### config.mk
export PLATFORM = sky130hd
export DESIGN_NAME = prai_cordic
export DESIGN_NICKNAME = d
export VERILOG_FILES = /design/src/rtl/prai_pkg.sv /design/src/rtl/prai_cordic.sv
export SDC_FILE = /design/constraint.sdc
export NUM_CORES = 1
export LEC_CHECK = 0
export BUFFER_PORTS_ARGS = -buffer_cell sky130_fd_sc_hd__buf_2
export CORE_ASPECT_RATIO = 0.6
export CORE_MARGIN = 2
export CORE_UTILIZATION = 55
export CTS_CLUSTER_DIAMETER = 50
export CTS_CLUSTER_SIZE = 25
export DETAILED_ROUTE_END_ITERATION = 12
export MAX_ROUTING_LAYER = met4
export PLACE_DENSITY = 0.8
export SYNTH_ARGS = -nofsm -noshare
export SYNTH_HDL_FRONTEND = slang
export SYNTH_SLANG_ARGS = --single-unit
### constraint.sdc
create_clock -name clk -period 18.2 [get_ports clk]
set_input_delay 3.64 -clock clk [delete_from_list [all_inputs] [get_ports clk]]
set_output_delay 3.64 -clock clk [all_outputs]
set_load 0.02 [all_outputs]
### src/rtl/prai_pkg.sv
`timescale 1ns / 1ps

package prai_pkg;

    localparam int POS_W   = 32;
    localparam int Q_W     = 18;
    localparam int D_W     = POS_W + 1;
    localparam int XY_W    = 34;
    localparam int Z_W     = 35;
    localparam int IDX_W   = 3;
    localparam int ATAN_N  = 24;
    localparam int DOT_W   = 54;
    localparam int DOTR_W  = DOT_W - 16;
    localparam int TERM_W  = 60;
    localparam int TR_W    = TERM_W - 16;
    localparam int R_W     = 37;
    localparam int OMC_W   = 19;

    localparam logic signed [Q_W-1:0]  ONE_Q16      = 18'sd65536;
    localparam logic signed [Q_W-1:0]  ANGLE_LIMIT  = 18'sd102944;
    localparam logic signed [Z_W-1:0]  PI_Q30       = 35'sd3373259426;
    localparam logic signed [Z_W-1:0]  HALF_PI_Q30  = 35'sd1686629713;
    localparam logic signed [XY_W-1:0] GAIN_Q30     = 34'sd652032874;

    typedef enum logic [IDX_W-1:0] {
        REG_ORIGIN_X   = 3'd0,
        REG_ORIGIN_Y   = 3'd1,
        REG_ORIGIN_Z   = 3'd2,
        REG_AXIS_X     = 3'd3,
        REG_AXIS_Y     = 3'd4,
        REG_AXIS_Z     = 3'd5,
        REG_TURN_ANGLE = 3'd6
    } reg_idx_t;

    typedef struct packed {
        logic                  busy;
        logic signed [Q_W-1:0] cos_v;
        logic signed [Q_W-1:0] sin_v;
    } trig_t;

    function automatic logic signed [Z_W-1:0] atan_q30(input logic [4:0] i);
        logic signed [Z_W-1:0] r;
        unique case (i)
            5'd0:  r = 35'sd843314857;
            5'd1:  r = 35'sd497837829;
            5'd2:  r = 35'sd263043837;
            5'd3:  r = 35'sd133525159;
            5'd4:  r = 35'sd67021687;
            5'd5:  r = 35'sd33543516;
            5'd6:  r = 35'sd16775851;
            5'd7:  r = 35'sd8388437;
            5'd8:  r = 35'sd4194283;
            5'd9:  r = 35'sd2097151;
            5'd10: r = 35'sd1048576;
            5'd11: r = 35'sd524288;
            5'd12: r = 35'sd262144;
            5'd13: r = 35'sd131072;
            5'd14: r = 35'sd65536;
            5'd15: r = 35'sd32768;
            5'd16: r = 35'sd16384;
            5'd17: r = 35'sd8192;
            5'd18: r = 35'sd4096;
            5'd19: r = 35'sd2048;
            5'd20: r = 35'sd1024;
            5'd21: r = 35'sd512;
            5'd22: r = 35'sd256;
            5'd23: r = 35'sd128;
            default: r = '0;
        endcase
        return r;
    endfunction

    function automatic logic signed [Q_W-1:0] clamp_unit(input logic signed [39:0] v);
        logic signed [Q_W-1:0] r;
        if (v > 40'sd65536)
            r = ONE_Q16;
        else if (v < -40'sd65536)
            r = -ONE_Q16;
        else
            r = v[Q_W-1:0];
        return r;
    endfunction

endpackage

### src/rtl/prai_cordic.sv
`timescale 1ns / 1ps

module prai_cordic #(
    parameter int ITER = 16
) (
    input  logic                               clk,
    input  logic                               rst_n,
    input  logic                               start,
    input  logic signed [prai_pkg::Z_W-1:0]    angle,
    output prai_pkg::trig_t                    trig
);

    localparam int CNT_W = (ITER > 1) ? $clog2(ITER) : 1;
    localparam logic [CNT_W-1:0] LAST = CNT_W'(ITER - 1);

    logic                               busy_reg, busy_next;
    logic [CNT_W-1:0]                   cnt_reg, cnt_next;
    logic signed [prai_pkg::XY_W-1:0]   x_reg, x_next, y_reg, y_next, xs, ys;
    logic signed [prai_pkg::Z_W-1:0]    z_reg, z_next, z0, at;
    logic                               neg_reg, neg_next;
    logic signed [prai_pkg::XY_W:0]     xf, yf, xr, yr;

    always_comb
    begin
        xs = x_reg >>> cnt_reg;
        ys = y_reg >>> cnt_reg;
        at = prai_pkg::atan_q30(5'(cnt_reg));
        busy_next = busy_reg;
        cnt_next  = cnt_reg;
        x_next    = x_reg;
        y_next    = y_reg;
        z_next    = z_reg;
        neg_next  = neg_reg;
        if (angle > prai_pkg::HALF_PI_Q30)
            z0 = angle - prai_pkg::PI_Q30;
        else if (angle < -prai_pkg::HALF_PI_Q30)
            z0 = angle + prai_pkg::PI_Q30;
        else
            z0 = angle;
        if (start)
        begin
            busy_next = 1'b1;
            cnt_next  = '0;
            x_next    = prai_pkg::GAIN_Q30;
            y_next    = '0;
            z_next    = z0;
            neg_next  = (angle > prai_pkg::HALF_PI_Q30) || (angle < -prai_pkg::HALF_PI_Q30);
        end
        else if (busy_reg)
        begin
            if (!z_reg[prai_pkg::Z_W-1])
            begin
                x_next = x_reg - ys;
                y_next = y_reg + xs;
                z_next = z_reg - at;
            end
            else
            begin
                x_next = x_reg + ys;
                y_next = y_reg - xs;
                z_next = z_reg + at;
            end
            cnt_next = cnt_reg + CNT_W'(1);
            if (cnt_reg == LAST)
                busy_next = 1'b0;
        end
    end

    always_ff @(posedge clk or negedge rst_n)
    begin
        if (!rst_n)
        begin
            busy_reg <= 1'b0;
            cnt_reg  <= '0;
        end
        else
        begin
            busy_reg <= busy_next;
            cnt_reg  <= cnt_next;
        end
    end

    always_ff @(posedge clk)
    begin
        x_reg   <= x_next;
        y_reg   <= y_next;
        z_reg   <= z_next;
        neg_reg <= neg_next;
    end

    always_comb
    begin
        xf = neg_reg ? -(prai_pkg::XY_W+1)'(x_reg) : (prai_pkg::XY_W+1)'(x_reg);
        yf = neg_reg ? -(prai_pkg::XY_W+1)'(y_reg) : (prai_pkg::XY_W+1)'(y_reg);
        xr = (xf + (prai_pkg::XY_W+1)'(8192)) >>> 14;
        yr = (yf + (prai_pkg::XY_W+1)'(8192)) >>> 14;
        trig.busy  = busy_reg;
        trig.cos_v = prai_pkg::clamp_unit(40'(xr));
        trig.sin_v = prai_pkg::clamp_unit(40'(yr));
    end

endmodule

---- After elaboration in Yosys (flattened, before gate mapping) ----
Memory sizes are Yosys's and may differ from the RTL's.
Index checks and enable logic that the tools add are counted.
word-level totals
  flip-flop bits (word level) ............. 109
  ROM bits ................................ 480
  input port bits ......................... 38
  output and inout port bits .............. 37
  word-level logic and storage cells ...... 49
  memories ................................ 1
memory list
  memory            depth  bits a word  rd ports  clocked after memory_dff  write ports  RTL line        RTL
  (name not given)  16     30           1         0                         0            prai_pkg.sv:43  unique case (i)
operators by class
  $add $sub $neg .......................... 13
  magnitude comparators ................... 6
  equality and inequality tests ........... 1
  shifts and indexed selects .............. 2
  multiplexer cells ....................... 18
  reduce and logical (&&, ||, !) cells .... 2
operators with widths
  kind                    number
  $mux 35                 7
  $mux 18                 4
  $add 35x15->35 const B  2
  $neg 34->35             2
  $add 34x34->34          2
  $mux 34                 2
  $sshr 34x4->34          2
  $sub 34x34->34          2
  $gt 21x18->1 const B    2
  $lt 21x17->1 const B    2
  $add 35x33->35 const B  1
  $add 35x35->35          1
  $gt 35x32->1 const B    1
  $lt 35x32->1 const B    1
  $sub 35x33->35 const B  1
  $sub 35x35->35          1
  $mux 4                  2
  $add 4x1->4 const B     1
  $eq 4x4->1 const B      1
  $mux 1                  3
  $reduce_bool 2->1       1
  $logic_or 1x1->1        1

---- Depth between registers and ports, before layout ----
Gate-level depths: netlist of the first run.
  depth in word-level cells ............... 6
  gate-level depth with buffers ........... 29
  gate-level depth less buffers ........... 24

---- Worst setup path after synthesis of the first run ----
No wires, ideal clock.
  path type ............................... register to output
  start ................................... reg neg_reg
  end ..................................... out trig[33] (netlist name)
  arrival ................................. 5.210 ns
  path slack .............................. 9.350 ns
  stages on the path, launching flop included .. 20
  cells stage by stage .................... edfxtp_1 > clkbuf_1 > clkbuf_1 > clkbuf_1 > clkbuf_1 > clkbuf_1 > clkbuf_1 > o21ai_0 > xnor2_1 > ha_1 > nand2_1 > or3_1 > o211a_1 > nor4_4 > nand3_1 > mux2i_1 > xnor2_1 > nor4_2 > nor3_2 > a2111oi_1
RTL lines
  item                      RTL line           RTL
  start: declaration        prai_cordic.sv:20  logic neg_reg, neg_next;
  start signal: assignment  prai_cordic.sv:88  neg_reg <= neg_next;
  end: declaration          prai_cordic.sv:10  output prai_pkg::trig_t trig

==> flow_summary_export.csv, run 1 <==
group,metric,value,unit
clock_network,cts-root-buf,"clkbuf_16",
clock_network,cts_buffer_depth,2,
sta,finalCriticalPeriod,9052,ps
final_layout,drive_gt1_share,11.72,%
clock_network,cts-hold-fix-buffers,0,
placed_design,place.gp.congestion,1.083,
detailed_routing,drt-pass1-iter-count,8,
worst_setup_path,worstPathRequired,14560,ps
clock_network,cts_buffers,9,
clock_network,cts_sinks,109,
logic_synthesis,synth_fp_nets,2726,
logic_synthesis,synth.distinct_cells,108,
sta,fmax,110.5,MHz
detailed_routing,drt_iter0_markers,3102,
floorplanning,boundaryPins,75,
detailed_routing,routed_wl,66130,um
floorplanning,die_area,37400,um^2
power,vdd_drop_max,167.6,uV
floorplanning,core_area,35150,um^2
floorplanning,die_y,150.6,um
run_status,status,"completed",
worst_setup_path,cp-end-kind,"primary output",
grt,busiest_layer,"met1",
grt,met2_usage,45.28,%
sta,hold_violations,0,
worst_setup_path,worst_r2r_path_depth,23,
final_layout,syn_to_final_growth,2.870,%
clock_network,clk_latency,410,ps
clock_network,post_cts_resized,0,
sta,fin_skew,19.60,ps
grt,grt_pass1_vias,18207,
final_layout,fin_area,20270,um^2
final_layout,largest_reg_flops,35,
worst_setup_path,timing.rr.end,"z_reg[32]",
grt,use_met3,16.63,%
hold_path,min_path_cells,2,
sta,rsz0062_at_grt,"no",
logic_synthesis,ys_seq_area_share,13.03,%
worst_setup_path,slowest_stage,"a32oi_1",
logic_synthesis,syn-cell-area,19700,um^2
placed_design,io_buffers,74,
sta,setup_viol,0,
clock_network,htreeDepth,3,
power,powerDensity,233.5,nW/um^2
detailed_routing,wl_per_cell,22.26,um
floorplanning,row_count,53,
detailed_routing,detail-route-antenna-nets,0,
grt,grt_first_pass_wirelength,102800,um
placed_design,dp_hpwl,48960,um
grt,grt_usage,36.00,%
power,leakagePower,8.157,nW
worst_setup_path,crit_type,"reg2out",
run,drv_cap,0,
sta,final_max_slew_viol_count,0,
logic_synthesis,synth_edf_count,36,
logic_synthesis,postSynthCellCount,2570,
worst_setup_path,reg2reg_slack,10150,ps
hold_path,min_to,"y_reg[0]",
worst_setup_path,path_cells,"nor4_1, nand4_1, o21ai_0, xnor2_1, ha_1, nand2_1, nor3b_1, nand3_1, o311a_1, nor2_1, and2_1, nor2_1, o21ai_0, o311ai_1, a32oi_1, nor2_1, buf_2",
sta,setup-tns-final,0,ps
worst_setup_path,cpMostUsedCell,"nor2_1",
floorplanning,initial_core_util,56.06,%
clock_network,cts_tree,"done",
placed_design,placed_area,19980,um^2
sta,max-slew-margin-rel,10.41,%
logic_synthesis,async_flop_share,4.587,%
hold_path,hold_class,"reg2reg",
hold_path,min_from,"y_reg[0]",
final_layout,fin_nets,2651,
grt,grt_start_max_net_pins,76,
worst_setup_path,cp_max_fo,16,
detailed_routing,vias,20521,
worst_setup_path,cp_data_arrival_time,5410,ps
worst_setup_path,crit_path_max_incr_delay,980,ps
floorplanning,die_w,248.4,um
sta,worst_pin_slew,1334,ps
grt,grt_util_met1,51.84,%
logic_synthesis,ys_ff_latch,109,
grt,grt-ovfl-total,0,
sta,timing.hold.ws,517.5,ps
clock_network,clk_pin_slew,80,ps
logic_synthesis,synth.avg_cell_area,7.667,um^2
detailed_routing,viasPerCell,6.909,
detailed_routing,drc,0,
placed_design,dpl_worst_slack,9702,ps
logic_synthesis,synthFlopType,"dfxtp_1",
worst_setup_path,r2r_start,"cnt_reg[1]",
sta,worst_slack,9148,ps
clock_network,postCtsSetupRepairBufs,0,
worst_setup_path,start_kind,"flip-flop",
grt,antenna_found_initial,3,
sta,fin_crit_sh,49.74,%
logic_synthesis,yosys_warnings,0,
## power breakdown
group	switching, mW	internal [mW]	total (mW)	leakage, nW
clock network	0.114	0.0958	0.210	0.137
logic	2.27	1.62	3.88	7.02
registers	0.247	0.392	0.639	1.00
total	2.63	2.10	4.73	8.16
## cell usage after synthesis (all sizes together) (25+ instances only)
| cell | instances | area share, % |
|---|---|---|
| a21oi | 207 | 5.3 |
| inv | 58 | 1.1 |
| a31oi | 36 | 1.2 |
| nor3 | 63 | 1.7 |
| mux4 | 79 | 9.0 |
| o31ai | 26 | 0.99 |
| nand4 | 25 | 0.83 |
| mux2i | 101 | 5.1 |
| nand2b | 39 | 1.2 |
| o21ai | 187 | 4.7 |
| nand3 | 54 | 1.4 |
| xor2 | 93 | 4.1 |
| a21o | 59 | 2.2 |
| edfxtp | 36 | 5.5 |
| buf | 60 | 2.0 |
| mux2 | 33 | 1.9 |
| o22ai | 25 | 0.79 |
| nor2 | 252 | 4.8 |
| dfxtp | 68 | 6.9 |
| nand2 | 255 | 4.9 |
| xnor2 | 166 | 7.4 |
| ha | 115 | 7.3 |
| clkbuf | 123 | 2.3 |
| o21a | 29 | 1.1 |
## area by class of cell
type	count	area, um^2
clock buffers	10	232.7
inverters	61	229.0
flip-flops and latches	109	2581
clock inverters	6	45.04
multi-input cells	2217	16050
well taps	467	584.3
repair buffers	97	543.0
diodes	3	7.507
fillers	3187	14880
## placed cells by master, fill, tap and decap left out, types with 9 or more instances in the layout
master	netlist	routed
a31o_2	13	13
nand2_1	253	253
and3_1	16	16
a31oi_1	35	35
buf_4	11	23
a211oi_1	22	22
or4_1	10	10
inv_1	57	57
mux2i_1	101	101
nor3_1	60	60
nand4_1	24	24
nor3b_1	11	11
nor2b_1	16	16
ha_1	115	115
o21ai_0	187	187
mux2_2	33	33
buf_2	16	74
o31ai_1	26	26
edfxtp_1	36	36
nor4_1	19	19
dfxtp_1	68	68
clkbuf_16	0	9
o21a_1	29	29
a211o_1	9	9
nand2b_1	39	39
and2_1	22	22
nand3_1	54	54
or2_2	20	20
a22oi_1	10	10
xnor2_1	165	165
or3_1	22	22
o21bai_1	15	15
o22ai_1	25	25
o211ai_1	20	20
mux4_2	78	78
and4_1	9	9
nor2_1	250	249
a21o_1	59	59
a21oi_1	206	206
xor2_1	93	93
## worst max-delay path by stage
stage              from  endpoint  slack, ps  cells past startpoint
2_1_floorplan   neg_reg  trig[33]       9350                     19
6_report       y_reg[1]   trig[5]       9150                     17
4_1_cts        y_reg[1]   trig[4]       9240                     17
3_3_place_gp   y_reg[1]   trig[2]      10020                     17
3_5_place_dp   y_reg[1]   trig[5]       9700                     17
5_1_grt        y_reg[1]  trig[11]       8620                     17
## through the flow
stage	util (%)	total power, mW	cells
floorplan	-	3.460	2570
detailed placement	56.86	4.329	2951
global placement	56.86	4.196	2951
finish	57.67	4.733	2970
CTS	57.65	4.567	2967
global route	57.67	5.084	2970
## metal layers
metal  wire length [um]  vias up
li1                   -     9382
met5                  0        -
met4                958        0
met2              25370     1286
met1              28740     9752
met3              11060      101
## logic make-up (layout without fill, tap and decap cells)
family	Yosys count	in the layout	synth area share, %
and+or+nand+nor	858	858	21.01
AOI/OAI and AO/OA	769	769	25.19
xor gates and xnor gates	259	259	11.55
buffers and inverters	244	174	5.544
muxes	213	213	16.07
adders and majority gates	118	118	7.607
DFF	109	109	13.03
other	0	3	0
## critical path, delay by kind of cell, from the launching register on
kind                       cells  cell delay, ps
DFF                            1             360
AOI/OAI and AO/OA              5            1800
adders and majority gates      1             290
and+or+nand+nor                9            2180
xor gates and xnor gates       1             160
buffers and inverters          1             200
Power figures use the tool's default switching activity.
==> run 2, diff against run 1 <==
- clock period: 18.2 -> 8.34 ns (I/O delays scaled with it)
==> run 2 against run 1 <==
  * Clock power is 110% higher
  * Register-to-register slack got worse by 8900 ps
  * Die area unchanged
  * Cell count up 0.24%
  * Utilization increased by 0.17 points
  * Combinational power grew 110%
==> flow_summary_export.csv, run 2 (same netlist as run 1, synthesis figures left out) <==
group,metric,value,unit
clock_network,htreeDepth,3,
clock_network,clk_pin_slew,80,ps
floorplanning,die_w,248.4,um
placed_design,place.gp.congestion,1.079,
worst_setup_path,slowest_stage,"nor3_2",
sta,rsz0062_at_grt,"no",
worst_setup_path,crit_path_max_incr_delay,760,ps
worst_setup_path,cp-end-kind,"primary output",
grt,met2_usage,43.88,%
sta,hold_violations,0,
sta,timing.hold.ws,518.4,ps
sta,worst_pin_slew,1326,ps
worst_setup_path,crit_type,"reg2out",
grt,use_met3,16.27,%
final_layout,largest_reg_flops,35,
grt,grt_first_pass_wirelength,103600,um
grt,grt-ovfl-total,0,
final_layout,final_common_cell,"nand2_1",
floorplanning,row_count,53,
clock_network,post_cts_resized,0,
sta,fmax,139.1,MHz
final_layout,final_cell_mix,"nand2_1, nor2_1, a21oi_1",
detailed_routing,vias,20745,
power,vdd_drop_max,319.1,uV
sta,worst_slack,1150,ps
detailed_routing,drt_iter0_markers,2978,
clock_network,cts_buffers,9,
worst_setup_path,start_kind,"flip-flop",
final_layout,fin_nets,2659,
clock_network,cts-root-buf,"clkbuf_16",
sta,fin_crit_sh,86.21,%
worst_setup_path,path_cells,"nor4_1, nand4_1, o21ai_0, xnor2_1, ha_1, nand2_1, or3_1, o211a_1, nor4_4, nand2_1, a2111oi_0, nor4_1, nor3_2, nor4_1, buf_2",
placed_design,dp_hpwl,50640,um
clock_network,clk_latency,400,ps
detailed_routing,wl_per_cell,22.58,um
worst_setup_path,cp_data_arrival_time,5520,ps
worst_setup_path,cp_top_family,"simple AND/OR/NAND/NOR gates",
detailed_routing,viasPerCell,6.968,
floorplanning,boundaryPins,75,
final_layout,drive_gt1_share,11.92,%
final_layout,fillers,3232,
clock_network,postCtsSetupRepairBufs,0,
worst_setup_path,crit_buf_inv,1,
grt,grt_util_met1,53.84,%
power,leakagePower,8.195,nW
placed_design,io_buffers,74,
final_layout,final_util,57.85,%
sta,fin_skew,11.72,ps
detailed_routing,detail-route-antenna-nets,0,
grt,grt_start_max_net_pins,89,
power,powerDensity,499.6,nW/um^2
sta,setup_viol,0,
detailed_routing,drc,0,
worst_setup_path,cp_max_fo,16,
worst_setup_path,worstPathRequired,6670,ps
hold_path,hold_class,"reg2reg",
floorplanning,die_y,150.6,um
clock_network,cts-hold-fix-buffers,0,
sta,setup-tns-final,0,ps
worst_setup_path,cpMostUsedCell,"nor4_1",
final_layout,syn_to_final_growth,3.181,%
grt,antenna_found_initial,1,
grt,busiest_layer,"met1",
detailed_routing,drt-pass1-iter-count,6,
run,drv_cap,0,
grt,grt_usage,36.29,%
placed_design,dpl_worst_slack,1431,ps
grt,grt_pass1_vias,18107,
floorplanning,die_area,37400,um^2
floorplanning,core_area,35150,um^2
sta,finalCriticalPeriod,7190,ps
power,finalPower,10.16,mW
clock_network,cts_sinks,109,
sta,max-slew-margin-rel,11.58,%
clock_network,cts_buffer_depth,2,
sta,final_max_slew_viol_count,0,
detailed_routing,routed_wl,67230,um
clock_network,cts_tree,"done",
run_status,status,"completed",
final_layout,multiInputGateArea,16050,um^2
floorplanning,initial_core_util,56.06,%
final_layout,seq_area,2581,um^2
-- run 2: cell count changes in the layout (fill, tap and decap cells not counted), sizes merged --
cell,before,now
diode,3,2
clkinv,5,7
inv,61,59
clkbuf,10,11
buf,97,105
clkinvlp,1,0
-- run 2: layout make-up --
| class | count | share of cell area, % |
|---|---|---|
| Timing Repair Buffer | 105 | 3.028 |
| Antenna cell | 2 | 0.02462 |
| Tap cell | 467 | 2.874 |
| Multi-Input combinational cell | 2217 | 78.93 |
| Inverter | 61 | 1.126 |
| Sequential cell | 109 | 12.70 |
| Clock buffer | 11 | 1.145 |
| Clock inverter | 5 | 0.1785 |
-- run 2: worst paths after layout --
path / from / endpoint / slack (ps) / cells after the start
min reg2reg: y_reg[0] / y_reg[0] / 520 / 2
max: x_reg[9] / trig[29] / 1150 / 15
min: y_reg[0] / y_reg[0] / 520 / 2
max reg2reg: cnt_reg[1] / z_reg[32] / 1290 / 23
min in group asynchronous: rst_n / busy_reg / 1080 / 1
max in group asynchronous: rst_n / cnt_reg[3] / 7090 / 1
-- run 2: metal layers --
layer,routed length (um),vias to the layer above
met2,24630,1379
met5,0,-
met3,11170,103
li1,-,9409
met4,989,0
met1,30440,9854
-- run 2: stage by stage --
stage,std cells,instance area (um^2)
global placement,2959,20060
floorplan,2570,19700
global route,2976,20330
finish,2977,20330
CTS,2975,20330
detailed placement,2959,20060
-- run 2: where the power goes --
part	leakage [nW]	internal, mW	switching [mW]
Clock	0.134	0.205	0.238
Combinational	7.06	3.54	4.74
Sequential	1.00	0.856	0.575
Total	8.19	4.60	5.56
-- run 2: worst register-to-register path, cell delays in order, from the launching register on --
cell      delay (ps)
dfrtp_4          790
clkinv_1         520
ha_1             430
a21o_1           200
a21oi_1          220
nand2_1          180
nor4_2           440
and4_1           310
nand3_1          150
nor3_1           510
nor2_2           230
xor2_1           220
ha_1             370
nand2_1          110
nor2_1            80
a221oi_1         260
o21ai_0          240
a22o_1           250
a211oi_1         290
o21bai_1         200
a31o_2           290
a21oi_1          230
xor2_1           180
mux2i_1          100
